File: config.mk
export PLATFORM = sky130hd
export DESIGN_NAME = ultrasonic_ranging_obstacle_avoider
export DESIGN_NICKNAME = d
export VERILOG_FILES = /design/src/hw/rtl/uroa_pkg.sv /design/src/hw/rtl/ultrasonic_ranging_obstacle_avoider.sv
export SDC_FILE = /design/constraint.sdc
export NUM_CORES = 1
export LEC_CHECK = 0
export ABC_AREA = 1
export CORE_MARGIN = 4
export CORE_UTILIZATION = 45
export CTS_BUF_LIST = sky130_fd_sc_hd__clkbuf_8
export DETAILED_ROUTE_END_ITERATION = 6
export DONT_BUFFER_PORTS = 1
export PLACE_DENSITY = 0.6
export SLEW_MARGIN = 20
export SYNTH_ARGS = -nofsm -noshare
export SYNTH_HDL_FRONTEND = slang
export SYNTH_SLANG_ARGS = --single-unit
File: constraint.sdc
create_clock -name clock -period 7.6 [get_ports clock]
set_clock_uncertainty 0.15 [all_clocks]
set_input_delay 0.76 -clock clock [delete_from_list [all_inputs] [get_ports clock]]
set_output_delay 0.76 -clock clock [all_outputs]
set_load 0.02 [all_outputs]
File: src/hw/rtl/uroa_pkg.sv
package uroa_pkg;

   // default sizes of the tick and echo counters
   localparam int COUNT_BITS_DEF      = 24;
   localparam int ECHO_WIDTH_BITS_DEF = 16;

   // fixed field widths
   localparam int TIMEOUT_W = 16;
   localparam int CM_W      = 10;
   localparam int HOLD_W    = 24;
   localparam int DIST_W    = 21;
   localparam int MOTOR_W   = 4;
   localparam int CSR_IDX_W = 3;
   localparam int CSR_DATA_W = 24;

   // cm * 1000 needs 20 bits for a 10-bit cm value
   localparam int THR_W        = 20;
   localparam int MILLI_PER_CM = 1000;

   localparam int TRIG_LOW_TICKS  = 2;
   localparam int TRIG_HIGH_TICKS = 10;

   // configuration register indexes
   typedef enum logic [CSR_IDX_W-1:0] {
      REG_TIMEOUT = 3'd0,
      REG_NEAR    = 3'd1,
      REG_SPLIT   = 3'd2,
      REG_FAR     = 3'd3,
      REG_TURN    = 3'd4,
      REG_RUN     = 3'd5
   } reg_idx_type;

   typedef enum logic [1:0] {
      ACT_BRAKE   = 2'd0,
      ACT_FORWARD = 2'd1,
      ACT_LEFT    = 2'd2
   } action_type;

   localparam logic [MOTOR_W-1:0] PAT_OFF     = 4'h0;
   localparam logic [MOTOR_W-1:0] PAT_LEFT    = 4'h8;
   localparam logic [MOTOR_W-1:0] PAT_FORWARD = 4'hA;

   localparam logic [TIMEOUT_W-1:0] TIMEOUT_RST = 16'd5000;
   localparam logic [CM_W-1:0]      NEAR_RST    = 10'd4;
   localparam logic [CM_W-1:0]      SPLIT_RST   = 10'd30;
   localparam logic [CM_W-1:0]      FAR_RST     = 10'd450;
   localparam logic [HOLD_W-1:0]    TURN_RST    = 24'd300000;
   localparam logic [HOLD_W-1:0]    RUN_RST     = 24'd500000;

endpackage

File: src/hw/rtl/ultrasonic_ranging_obstacle_avoider.sv
// Channel  Direction  Handshake                Payload
// req      in         req_valid / req_ready    req_echo_level
// rsp      out        rsp_valid / rsp_ready    trigger, motors, done, timeout, distance, action
// csr      in         csr_valid / csr_ready    csr_index, csr_data
//
// One item per cycle while rsp_ready keeps the output drained: each item is one 1 us
// tick, and the whole tick's update is done combinationally between the state registers and the rsp output register.
// A new item is taken whenever the output register is empty or being drained.
// Reset is synchronous: trigger-low phase, counters and motors cleared, registers
// back to their defaults. csr writes are always taken and apply at once.
module ultrasonic_ranging_obstacle_avoider
   import uroa_pkg::*;
#(
   parameter int COUNT_BITS      = COUNT_BITS_DEF,
   parameter int ECHO_WIDTH_BITS = ECHO_WIDTH_BITS_DEF
) (
   input  logic                   clock,
   input  logic                   reset,

   input  logic                   req_valid,
   output logic                   req_ready,
   input  logic                   req_echo_level,

   output logic                   rsp_valid,
   input  logic                   rsp_ready,
   output logic                   rsp_trigger_level,
   output logic [MOTOR_W-1:0]     rsp_motor_lines,
   output logic                   rsp_measure_done,
   output logic                   rsp_timed_out,
   output logic [DIST_W-1:0]      rsp_distance_milli_cm,
   output logic [1:0]             rsp_action,

   input  logic                   csr_valid,
   output logic                   csr_ready,
   input  logic [CSR_IDX_W-1:0]   csr_index,
   input  logic [CSR_DATA_W-1:0]  csr_data
);

   localparam int EW     = ECHO_WIDTH_BITS;
   localparam int D_W    = EW + 5;
   localparam int DCMP_W = (D_W > THR_W) ? D_W : THR_W;
   localparam int WCMP_W = (EW > TIMEOUT_W) ? EW : TIMEOUT_W;
   localparam int HCMP_W = (COUNT_BITS > HOLD_W) ? COUNT_BITS : HOLD_W;

   typedef enum logic [2:0] {
      PH_TRIG_LOW  = 3'd0,
      PH_TRIG_HIGH = 3'd1,
      PH_WAIT_RISE = 3'd2,
      PH_MEASURE   = 3'd3,
      PH_HOLD      = 3'd4
   } phase_type;

   // configuration
   logic [TIMEOUT_W-1:0] timeout_ff;
   logic [CM_W-1:0]      near_ff, split_ff, far_ff;
   logic [HOLD_W-1:0]    turn_ff, run_ff;

   // state
   phase_type            phase_ff, phase_in;
   logic [COUNT_BITS-1:0] tick_ff, tick_in;
   logic [EW-1:0]        width_ff, width_in;
   logic [MOTOR_W-1:0]   motor_ff, motor_in;
   logic [DIST_W-1:0]    dist_ff, dist_in;
   action_type           action_ff, action_in;

   // output register
   logic                 rsp_valid_ff;
   logic                 trig_ff, trig_in;
   logic                 done_ff, done_in;
   logic                 tout_ff, tout_in;

   logic                  req_fire;
   logic [COUNT_BITS-1:0] tick_inc;
   logic [D_W-1:0]        dist_full;
   logic [THR_W-1:0]      near_thr, split_thr, far_thr;
   logic                  in_left, in_forward;
   logic [HOLD_W-1:0]     hold_len;
   logic [HOLD_W-1:0]     new_len;

   assign req_ready = ~rsp_valid_ff | rsp_ready;
   assign req_fire  = req_valid & req_ready;
   assign csr_ready = 1'b1;

   assign tick_inc  = tick_ff + 1'b1;
   // width * 17 = width * 16 + width
   assign dist_full = (D_W'(width_ff) << 4) + D_W'(width_ff);
   assign near_thr  = THR_W'(near_ff)  * THR_W'(MILLI_PER_CM);
   assign split_thr = THR_W'(split_ff) * THR_W'(MILLI_PER_CM);
   assign far_thr   = THR_W'(far_ff)   * THR_W'(MILLI_PER_CM);
   assign in_left    = (DCMP_W'(dist_full) > DCMP_W'(near_thr)) &&
                       (DCMP_W'(dist_full) < DCMP_W'(split_thr));
   assign in_forward = (DCMP_W'(dist_full) > DCMP_W'(split_thr)) &&
                       (DCMP_W'(dist_full) < DCMP_W'(far_thr));
   assign hold_len  = (action_ff == ACT_LEFT) ? turn_ff : run_ff;
   assign new_len   = in_left ? turn_ff : run_ff;

   always_comb begin
      phase_in  = phase_ff;
      tick_in   = tick_ff;
      width_in  = width_ff;
      motor_in  = motor_ff;
      dist_in   = dist_ff;
      action_in = action_ff;
      trig_in   = 1'b0;
      done_in   = 1'b0;
      tout_in   = 1'b0;
      unique case (phase_ff)
         PH_TRIG_LOW: begin
            tick_in = tick_inc;
            if (tick_inc >= COUNT_BITS'(TRIG_LOW_TICKS)) begin
               phase_in = PH_TRIG_HIGH;
               tick_in  = '0;
            end
         end
         PH_TRIG_HIGH: begin
            trig_in = 1'b1;
            tick_in = tick_inc;
            if (tick_inc >= COUNT_BITS'(TRIG_HIGH_TICKS)) begin
               phase_in = PH_WAIT_RISE;
               tick_in  = '0;
            end
         end
         PH_WAIT_RISE: begin
            if (req_echo_level) begin
               if (timeout_ff == '0) begin
                  done_in  = 1'b1;
                  tout_in  = 1'b1;
                  phase_in = PH_TRIG_LOW;
                  tick_in  = '0;
               end else begin
                  width_in = EW'(1);
                  phase_in = PH_MEASURE;
                  tick_in  = '0;
               end
            end else begin
               tick_in = tick_inc;
               if (tick_inc > COUNT_BITS'(timeout_ff) || tick_inc == '0) begin
                  done_in  = 1'b1;
                  tout_in  = 1'b1;
                  phase_in = PH_TRIG_LOW;
                  tick_in  = '0;
               end
            end
         end
         PH_MEASURE: begin
            if (req_echo_level) begin
               if (WCMP_W'(width_ff) >= WCMP_W'(timeout_ff) || &width_ff) begin
                  done_in  = 1'b1;
                  tout_in  = 1'b1;
                  phase_in = PH_TRIG_LOW;
                  tick_in  = '0;
               end else begin
                  width_in = width_ff + 1'b1;
               end
            end else begin
               done_in = 1'b1;
               dist_in = DIST_W'(dist_full);
               tick_in = '0;
               if (in_left || in_forward) begin
                  motor_in  = in_left ? PAT_LEFT : PAT_FORWARD;
                  action_in = in_left ? ACT_LEFT : ACT_FORWARD;
                  // a zero hold goes straight to the next trigger
                  phase_in  = (new_len == '0) ? PH_TRIG_LOW : PH_HOLD;
               end else begin
                  motor_in  = PAT_OFF;
                  action_in = ACT_BRAKE;
                  phase_in  = PH_TRIG_LOW;
               end
            end
         end
         PH_HOLD: begin
            tick_in = tick_inc;
            if (HCMP_W'(tick_inc) >= HCMP_W'(hold_len) || tick_inc == '0) begin
               phase_in = PH_TRIG_LOW;
               tick_in  = '0;
            end
         end
         default: begin
            phase_in = PH_TRIG_LOW;
            tick_in  = '0;
         end
      endcase
   end

   always_ff @(posedge clock) begin
      if (reset) begin
         timeout_ff   <= TIMEOUT_RST;
         near_ff      <= NEAR_RST;
         split_ff     <= SPLIT_RST;
         far_ff       <= FAR_RST;
         turn_ff      <= TURN_RST;
         run_ff       <= RUN_RST;
         phase_ff     <= PH_TRIG_LOW;
         tick_ff      <= '0;
         width_ff     <= '0;
         motor_ff     <= PAT_OFF;
         dist_ff      <= '0;
         action_ff    <= ACT_BRAKE;
         rsp_valid_ff <= 1'b0;
         trig_ff      <= 1'b0;
         done_ff      <= 1'b0;
         tout_ff      <= 1'b0;
      end else begin
         if (csr_valid && csr_ready) begin
            unique case (csr_index)
               REG_TIMEOUT: timeout_ff <= csr_data[TIMEOUT_W-1:0];
               REG_NEAR:    near_ff    <= csr_data[CM_W-1:0];
               REG_SPLIT:   split_ff   <= csr_data[CM_W-1:0];
               REG_FAR:     far_ff     <= csr_data[CM_W-1:0];
               REG_TURN:    turn_ff    <= csr_data[HOLD_W-1:0];
               REG_RUN:     run_ff     <= csr_data[HOLD_W-1:0];
               default: ;
            endcase
         end
         if (req_fire) begin
            phase_ff     <= phase_in;
            tick_ff      <= tick_in;
            width_ff     <= width_in;
            motor_ff     <= motor_in;
            dist_ff      <= dist_in;
            action_ff    <= action_in;
            trig_ff      <= trig_in;
            done_ff      <= done_in;
            tout_ff      <= tout_in;
            rsp_valid_ff <= 1'b1;
         end else if (rsp_ready) begin
            rsp_valid_ff <= 1'b0;
         end
      end
   end

   // motor, distance and action registers double as the result fields
   assign rsp_valid             = rsp_valid_ff;
   assign rsp_trigger_level     = trig_ff;
   assign rsp_motor_lines       = motor_ff;
   assign rsp_measure_done      = done_ff;
   assign rsp_timed_out         = tout_ff;
   assign rsp_distance_milli_cm = dist_ff;
   assign rsp_action            = action_ff;

`ifndef SYNTH
   a_tout_done: assert property (@(posedge clock) disable iff (reset)
      rsp_valid && rsp_timed_out |-> rsp_measure_done)
      else $error("timeout without measurement end");

   a_trig_quiet: assert property (@(posedge clock) disable iff (reset)
      rsp_valid && rsp_trigger_level |-> !rsp_measure_done)
      else $error("measurement ended during trigger pulse");

   a_pattern: assert property (@(posedge clock) disable iff (reset)
      (action_ff == ACT_LEFT && motor_ff == PAT_LEFT) ||
      (action_ff == ACT_FORWARD && motor_ff == PAT_FORWARD) ||
      (action_ff == ACT_BRAKE && motor_ff == PAT_OFF))
      else $error("motor pattern does not match action");

   a_hold_phase: assert property (@(posedge clock) disable iff (reset)
      phase_ff == PH_HOLD |-> action_ff != ACT_BRAKE)
      else $error("hold phase while braking");
`endif

endmodule

==> metrics.md, run 1 <==
| Metric | Value |
|---|---|
| First-pass GRT wire length | 71000 um |
| Post-CTS Hold Buffers | 0 |
| P per Cell Area | 173.4 nW/um2 |
| Core ar. | 34540 um2 |
| FP Rows | 68 |
| Syn Area/Cell | 7.428 um2 |
| Max Root-Sink Buffers | 2 |
| Total vias in the final route | 13609 |
| Fillers | 3557 |
| P&R area growth vs syn | 5.114% |
| Commonest non-fill, non-tap cell in the layout | nand2_1 |
| Routed len/inst | 17.13 um |
| Clock net sink count | 165 |
| Post-Syn Instances | 2118 |
| Nets | 2460 |
| Number of global-route vias before repair | 13287 |
| # DRC | 0 |
| Max cap viols | 0 |
| Initial Util | 45.54% |
| Top delay family on crit path | adder cells |
| # setup viols final | 0 |
| CP endpoint kind | register |
| Pleak | 8.532 nW |
| Largest net degree at the start of global routing | 96 |
| Multi-input gate area | 10870 um2 |
| Register area share after synthesis | 21.00% |
| Peak supply drop | 0.1746 mV |
| Clock root cell | clkbuf_8 |
| Post-CTS Setup Bufs | 0 |
| Layout cells sized above 1 | 4.082% |
| Worst Hold Class | in2reg |
| Final Cell Area | 16540 um2 |
| Fmax | 169.8 MHz |
| Dpl ws | 1.771 ns |
| Fin worst setup slack | 1.711 ns |
| Ys flop type | dfxtp_1 |
| Max transition margin | 35.34% |
| Final hold violations | 0 |
| Worst EP required | 7.90 ns |
| Die area | 38020 um2 |
| Post-DR vias/cell | 5.310 |
| Placed cell area | 16120 um2 |
| Non-filler cells, final | 2563 |
| GPL Wtd Cong | 0.8825 |
| Initial antenna violation count | 0 |
| Num CTS Buffers | 17 |
| Inst Count DP | 2530 |
| Flops & latches, synth | 165 |
| TritonCTS clock tree | built |
| Reg clk slew, reported paths | 0.12 ns |
| Startpoint Class | register |
| H-tree Lvls | 4 |
| Crit share post-route | 77.49% |
| DRT iter0 DRCs | 804 |
| HPWL Detailed | 34810 um |
| WS Path Type | reg2reg |
| I/O pin cnt | 66 |
| Commonest cells after routing, fill and taps aside | nand2_1 (350), inv_1 (346), ha_1 (242) |
| Total power draw | 2.868 mW |
| Slew Limit Fails | 0 |
| Overflow after GRT | 0 |
| CP Max Fanout | 4 |
| CP dominant cell by count | nor2_1 |
| FFs w/ async S/R, synth | 0% |
| Outcome | finished, final reports clean |
| Clk_lat worst skew | 0.50 ns |
| Worst-margin pin slew | 0.9700 ns |
| GRT Resource Usage Total | 23.32% |
| Slowest-stage cell, CP | fa_1 |
| Sequential cell area | 3303 um2 |
| Hold Slack | 0.1549 ns |
| Synth warn | 0 |
| Crit path DAT | 6.19 ns |
| Fin util | 47.87% |
| Critical path buffers and inverters | 4 |
| Post-route ant nets | 0 |
| Synth cell types | 48 |
| TNS Setup | 0 ns |
| Total Wirelength | 43890 um |
| PostCTS Resize Cnt | 0 |
| First-pass DRT Iterations | 5 |
| Die W | 195.0 um |
| Die Height | 195.0 um |
| Port bufs | 0 |
| RSZ-0062 raised after global routing | false |
| Fin crit period | 5.889 ns |
| Post-synth EDFFs | 0 |
| CP max stage delay | 0.53 ns |
| Synth Cell Area | 15730 um2 |
-- kinds of logic after synthesis --
family,count (synthesis),share of synthesized area (%)
buffers and inverters,403,9.917
multiplexers,8,0.5170
adder cells (fa/ha/maj),333,30.83
XOR/XNOR,61,3.396
other,2,0.04774
flip-flops,165,21.00
AO/OA/AOI/OAI,367,12.43
AND/OR/NAND/NOR,779,21.87
-- path summary, 6_finish.rpt --
kind / slack, ns / cells after the start / from / to
setup / recovery: 1.71 / 31 / split_ff[3] / phase_ff[2]
setup reg to reg: 1.71 / 31 / split_ff[3] / phase_ff[2]
hold reg to reg: 0.34 / 2 / run_ff[19] / run_ff[19]
hold / removal: 0.15 / 1 / reset / rsp_motor_lines[3]
-- synth_stat cells (all sizes together), types with 5 or more instances --
library cell    n  area [um2]
xnor2          19       166.4
o21bai          7       52.55
fa             91        1822
nor2          254        1037
xor2           42       367.9
a21oi         140       704.4
nand4          28       196.4
nand2         358        1379
nand3b          7       52.55
mux2i           7       70.07
nand3          75       375.4
nor4           11       68.82
nor3           39       285.3
clkbuf         40       150.1
o211ai         18       135.1
dfxtp         165        3303
a211oi          5       37.54
o21ai         177       889.6
inv           348        1306
a31oi          10       62.56
ha            242        3028
buf            12       92.58
-- where the power goes --
| part | switching (mW) | internal, mW | total (mW) | leakage (nW) |
|---|---|---|---|---|
| clock | 0.438 | 0.253 | 0.691 | 0.203 |
| combinational | 0.762 | 0.469 | 1.23 | 6.99 |
| sequential | 0.0458 | 0.900 | 0.946 | 1.34 |
| total | 1.25 | 1.62 | 2.87 | 8.53 |
-- area by class of cell --
cell class	count	area share, %
multi-input cells	1551	65.75
flip-flops and latches	165	19.97
diodes	1	0.01513
inverters	351	7.967
clock buffers	17	1.415
repair buffers	8	0.3632
clock inverters	15	1.074
well taps	455	3.443
-- metal layers --
| metal | share of wire [%] | vias to the layer above | track usage, % |
|---|---|---|---|
| li1 | - | 6805 | - |
| met1 | 44 | 6425 | 30.69 |
| met5 | 0 | - | 0 |
| met2 | 47 | 322 | 39.06 |
| met3 | 6.2 | 57 | 4.900 |
| met4 | 2.6 | 0 | 6.413 |
-- state kept, by name (all words and copies together), names as in the netlist, 2 cells and up --
signal	flops
far_ff	10
rsp_distance_milli_cm	21
width_ff	16
phase_ff	3
turn_ff	24
timeout_ff	16
split_ff	10
run_ff	24
near_ff	10
rsp_action	2
tick_ff	24
No activity file was read; power rests on OpenSTA's default activity.
==> run 2, diff against run 1 <==
ABC_AREA = 0   (was 1)
clock period = 6.2 ns   (was 7.6 ns; I/O delays follow)
==> metrics.md, run 2 <==
| Metric | Value |
|---|---|
| Cells on worst reg2reg path | 20 (-35%) |
| # DRC | 0 (unchanged) |
| Total power draw | 2.895 mW (+0.95%) |
| GRT Resource Usage Total | 21.95% (-1.4 points) |
| TritonCTS clock tree | built |
| Fmax | 168.2 MHz (-0.93%) |
| Max cap viols | 0 (unchanged) |
| Worst-margin pin slew | 1.113 ns (+0.1428 ns) |
| Post-Syn Instances | 1816 (-14%) |
| Leading area contributor after synthesis | dfxtp_1 |
| Ys flop type | dfxtp_1 |
| Post-CTS Hold Buffers | 0 (unchanged) |
| Clock root cell | clkbuf_8 |
| Max Root-Sink Buffers | 2 (unchanged) |
| Syn Area/Cell | 8.532 um2 (+15%) |
| Core ar. | 33780 um2 (-2.2%) |
| Outcome | finished, final reports clean |
| Fin util | 48.34% (+0.47 points) |
| Die W | 193.6 um (-0.73%) |
| Number of global-route vias before repair | 12275 (-7.6%) |
| Clk_lat worst skew | 0.52 ns (+0.02 ns) |
| Startpoint Class | register |
| Worst EP required | 6.50 ns (-1.40 ns) |
| Crit path DAT | 6.25 ns (+0.06 ns) |
| # setup viols final | 0 (unchanged) |
| Most frequent cell after synthesis | nand2_1 |
| Worst hold path depth | 1 (unchanged) |
| Hold Slack | 0.05588 ns (-0.09899 ns) |
| Max transition margin | 25.61% (-9.7 points) |
| Num CTS Buffers | 17 (unchanged) |
| I/O pin cnt | 66 (unchanged) |
| Initial antenna violation count | 0 (unchanged) |
| Routed len/inst | 18.80 um (+9.8%) |
| P&R area growth vs syn | 5.403% |
| FFs w/ async S/R, synth | 0% (unchanged) |
| CP max stage delay | 0.57 ns (+0.04 ns) |
| Largest net degree at the start of global routing | 155 (+61%) |
| Reg clk slew, reported paths | 0.12 ns (about the same) |
| Synth warn | 0 (unchanged) |
| Die area | 37460 um2 (-1.5%) |
| Port bufs | 0 (unchanged) |
| Commonest non-fill, non-tap cell in the layout | nand2_1 |
| GPL Wtd Cong | 0.8809 (-0.18%) |
| Post-DR vias/cell | 5.649 (+6.4%) |
| Synth Cell Area | 15490 um2 (-1.5%) |
| Overflow after GRT | 0 (unchanged) |
| DRT iter0 DRCs | 730 (-9.2%) |
| Fin worst setup slack | 0.2553 ns (-1.456 ns) |
| Layout cells sized above 1 | 6.096% (+2.0 points) |
| Antenna cells | 0 (-1) |
| Commonest cells after routing, fill and taps aside | nand2_1 (271), ha_1 (242), inv_1 (175) |
| WS Path Type | reg2reg |
| Synth area leaders | dfxtp_1 (21%), ha_1 (20%), fa_1 (12%) |
| CP dominant cell by count | fa_1 |
| Largest registers | run_ff (24), tick_ff (24), turn_ff (24) |
| Total vias in the final route | 12632 (-7.2%) |
| Die Height | 193.6 um (-0.73%) |
| P per Cell Area | 177.3 nW/um2 (+2.2%) |
| FP Rows | 67 (-1.5%) |
| Slew Limit Fails | 0 (unchanged) |
| Slowest-stage cell, CP | fa_1 |
| First-pass GRT wire length | 66420 um (-6.5%) |
| Fin crit period | 5.945 ns (+0.05552 ns) |
| Flops & latches, synth | 165 (unchanged) |
| HPWL Detailed | 32060 um (-7.9%) |
| Post-synth top area share | 21.32% (+0.32 points) |
| Dpl ws | 0.1306 ns (-1.641 ns) |
| Post-synth EDFFs | 0 (unchanged) |
| H-tree Lvls | 4 (unchanged) |
| CP Max Fanout | 4 (unchanged) |
| Total Wirelength | 42030 um (-4.2%) |
| Peak supply drop | 0.1667 mV (-4.5%) |
| First-pass DRT Iterations | 7 (+2) |
| Nets | 2141 (-13%) |
| Worst Hold Class | in2reg |
| Synth cell types | 83 (+73%) |
| Final hold violations | 0 (unchanged) |
| CP endpoint kind | register |
| Initial Util | 45.86% (+0.32 points) |
| Pleak | 7.313 nW (-14%) |
| Commonest cells in the netlist | nand2_1 (271), ha_1 (242), inv_1 (175) |
| Clock net sink count | 165 (unchanged) |
| Register area share after synthesis | 21.32% (+0.32 points) |
| CP Cell Sequence | inv_1 -> fa_1 -> fa_1 -> fa_1 -> fa_1 -> inv_1 -> ha_1 -> a21o_1 -> a21oi_2 -> o211a_1 -> o21ai_0 -> nor3b_2 -> ha_1 -> nand3_2 -> or2_2 -> o211ai_1 -> o211ai_1 -> a211oi_1 -> a21oi_1 -> nor2_1 |
| Post-route ant nets | 0 (unchanged) |
| Crit share post-route | 95.88% (+18 points) |
run 2: stage by stage:
step / area [um2] / instances / TNS (ns)
finish: 16330 / 2236 / 0
global route: 16330 / 2236 / -0.03980
CTS: 16290 / 2236 / 0
detailed placement: 15870 / 2204 / 0
global placement: 15870 / 2204 / 0
floorplan: 15500 / 1817 / 0
run 2: cell type report:
class                      count  area [um2]
fill                        3308       17450
multi-input combinational   1404       11290
sequential                   165        3314
inverter                     175       656.9
tap                          448       560.5
clock buffer                  17       234.0
clock inverter                15       188.9
timing repair buffer          12       90.09
run 2: kinds of logic after synthesis:
kind of cell               synth area share, %
and+or+nand+nor                          19.11
AOI/OAI and AO/OA                        14.46
adders and majority gates                31.30
buffers and inverters                    6.186
DFF                                      21.32
xor gates and xnor gates                 5.201
muxes                                    2.366
other                                  0.04847
run 2: worst paths after layout:
path,slack (ns),startpoint,end
max,0.26,split_ff[1],rsp_motor_lines[3]
min,0.06,reset,tick_ff[6]
max reg2reg,0.26,split_ff[1],rsp_motor_lines[3]
min reg2reg,0.33,run_ff[19],run_ff[19]
run 2: repair_timing:
action,CTS,global route
endpoints found under the setup margin,0,4
setup buffers,0,0
resized for setup,0,20
run 2: critical path, delay by kind of cell, from the launching register on:
family	cells	cell delay (ns)
buf+inv	2	0.17
compound gates	8	1.69
flops	1	0.42
fa+ha+maj	6	2.71
simple gates	4	0.72
run 2: metal layers:
layer | GRT usage [%] | up-vias | part of all wire, %
li1 | - | 6203 | -
met1 | 28.92 | 6071 | 45
met2 | 36.91 | 286 | 47
met3 | 3.635 | 72 | 4.4
met4 | 7.107 | 0 | 2.8
met5 | 0 | - | 0
run 2: where the power goes:
group / internal, mW / total [mW] / switching [mW]
combinational: 0.400 / 0.920 / 0.520
clock: 0.319 / 0.864 / 0.546
sequential: 1.08 / 1.11 / 0.0310
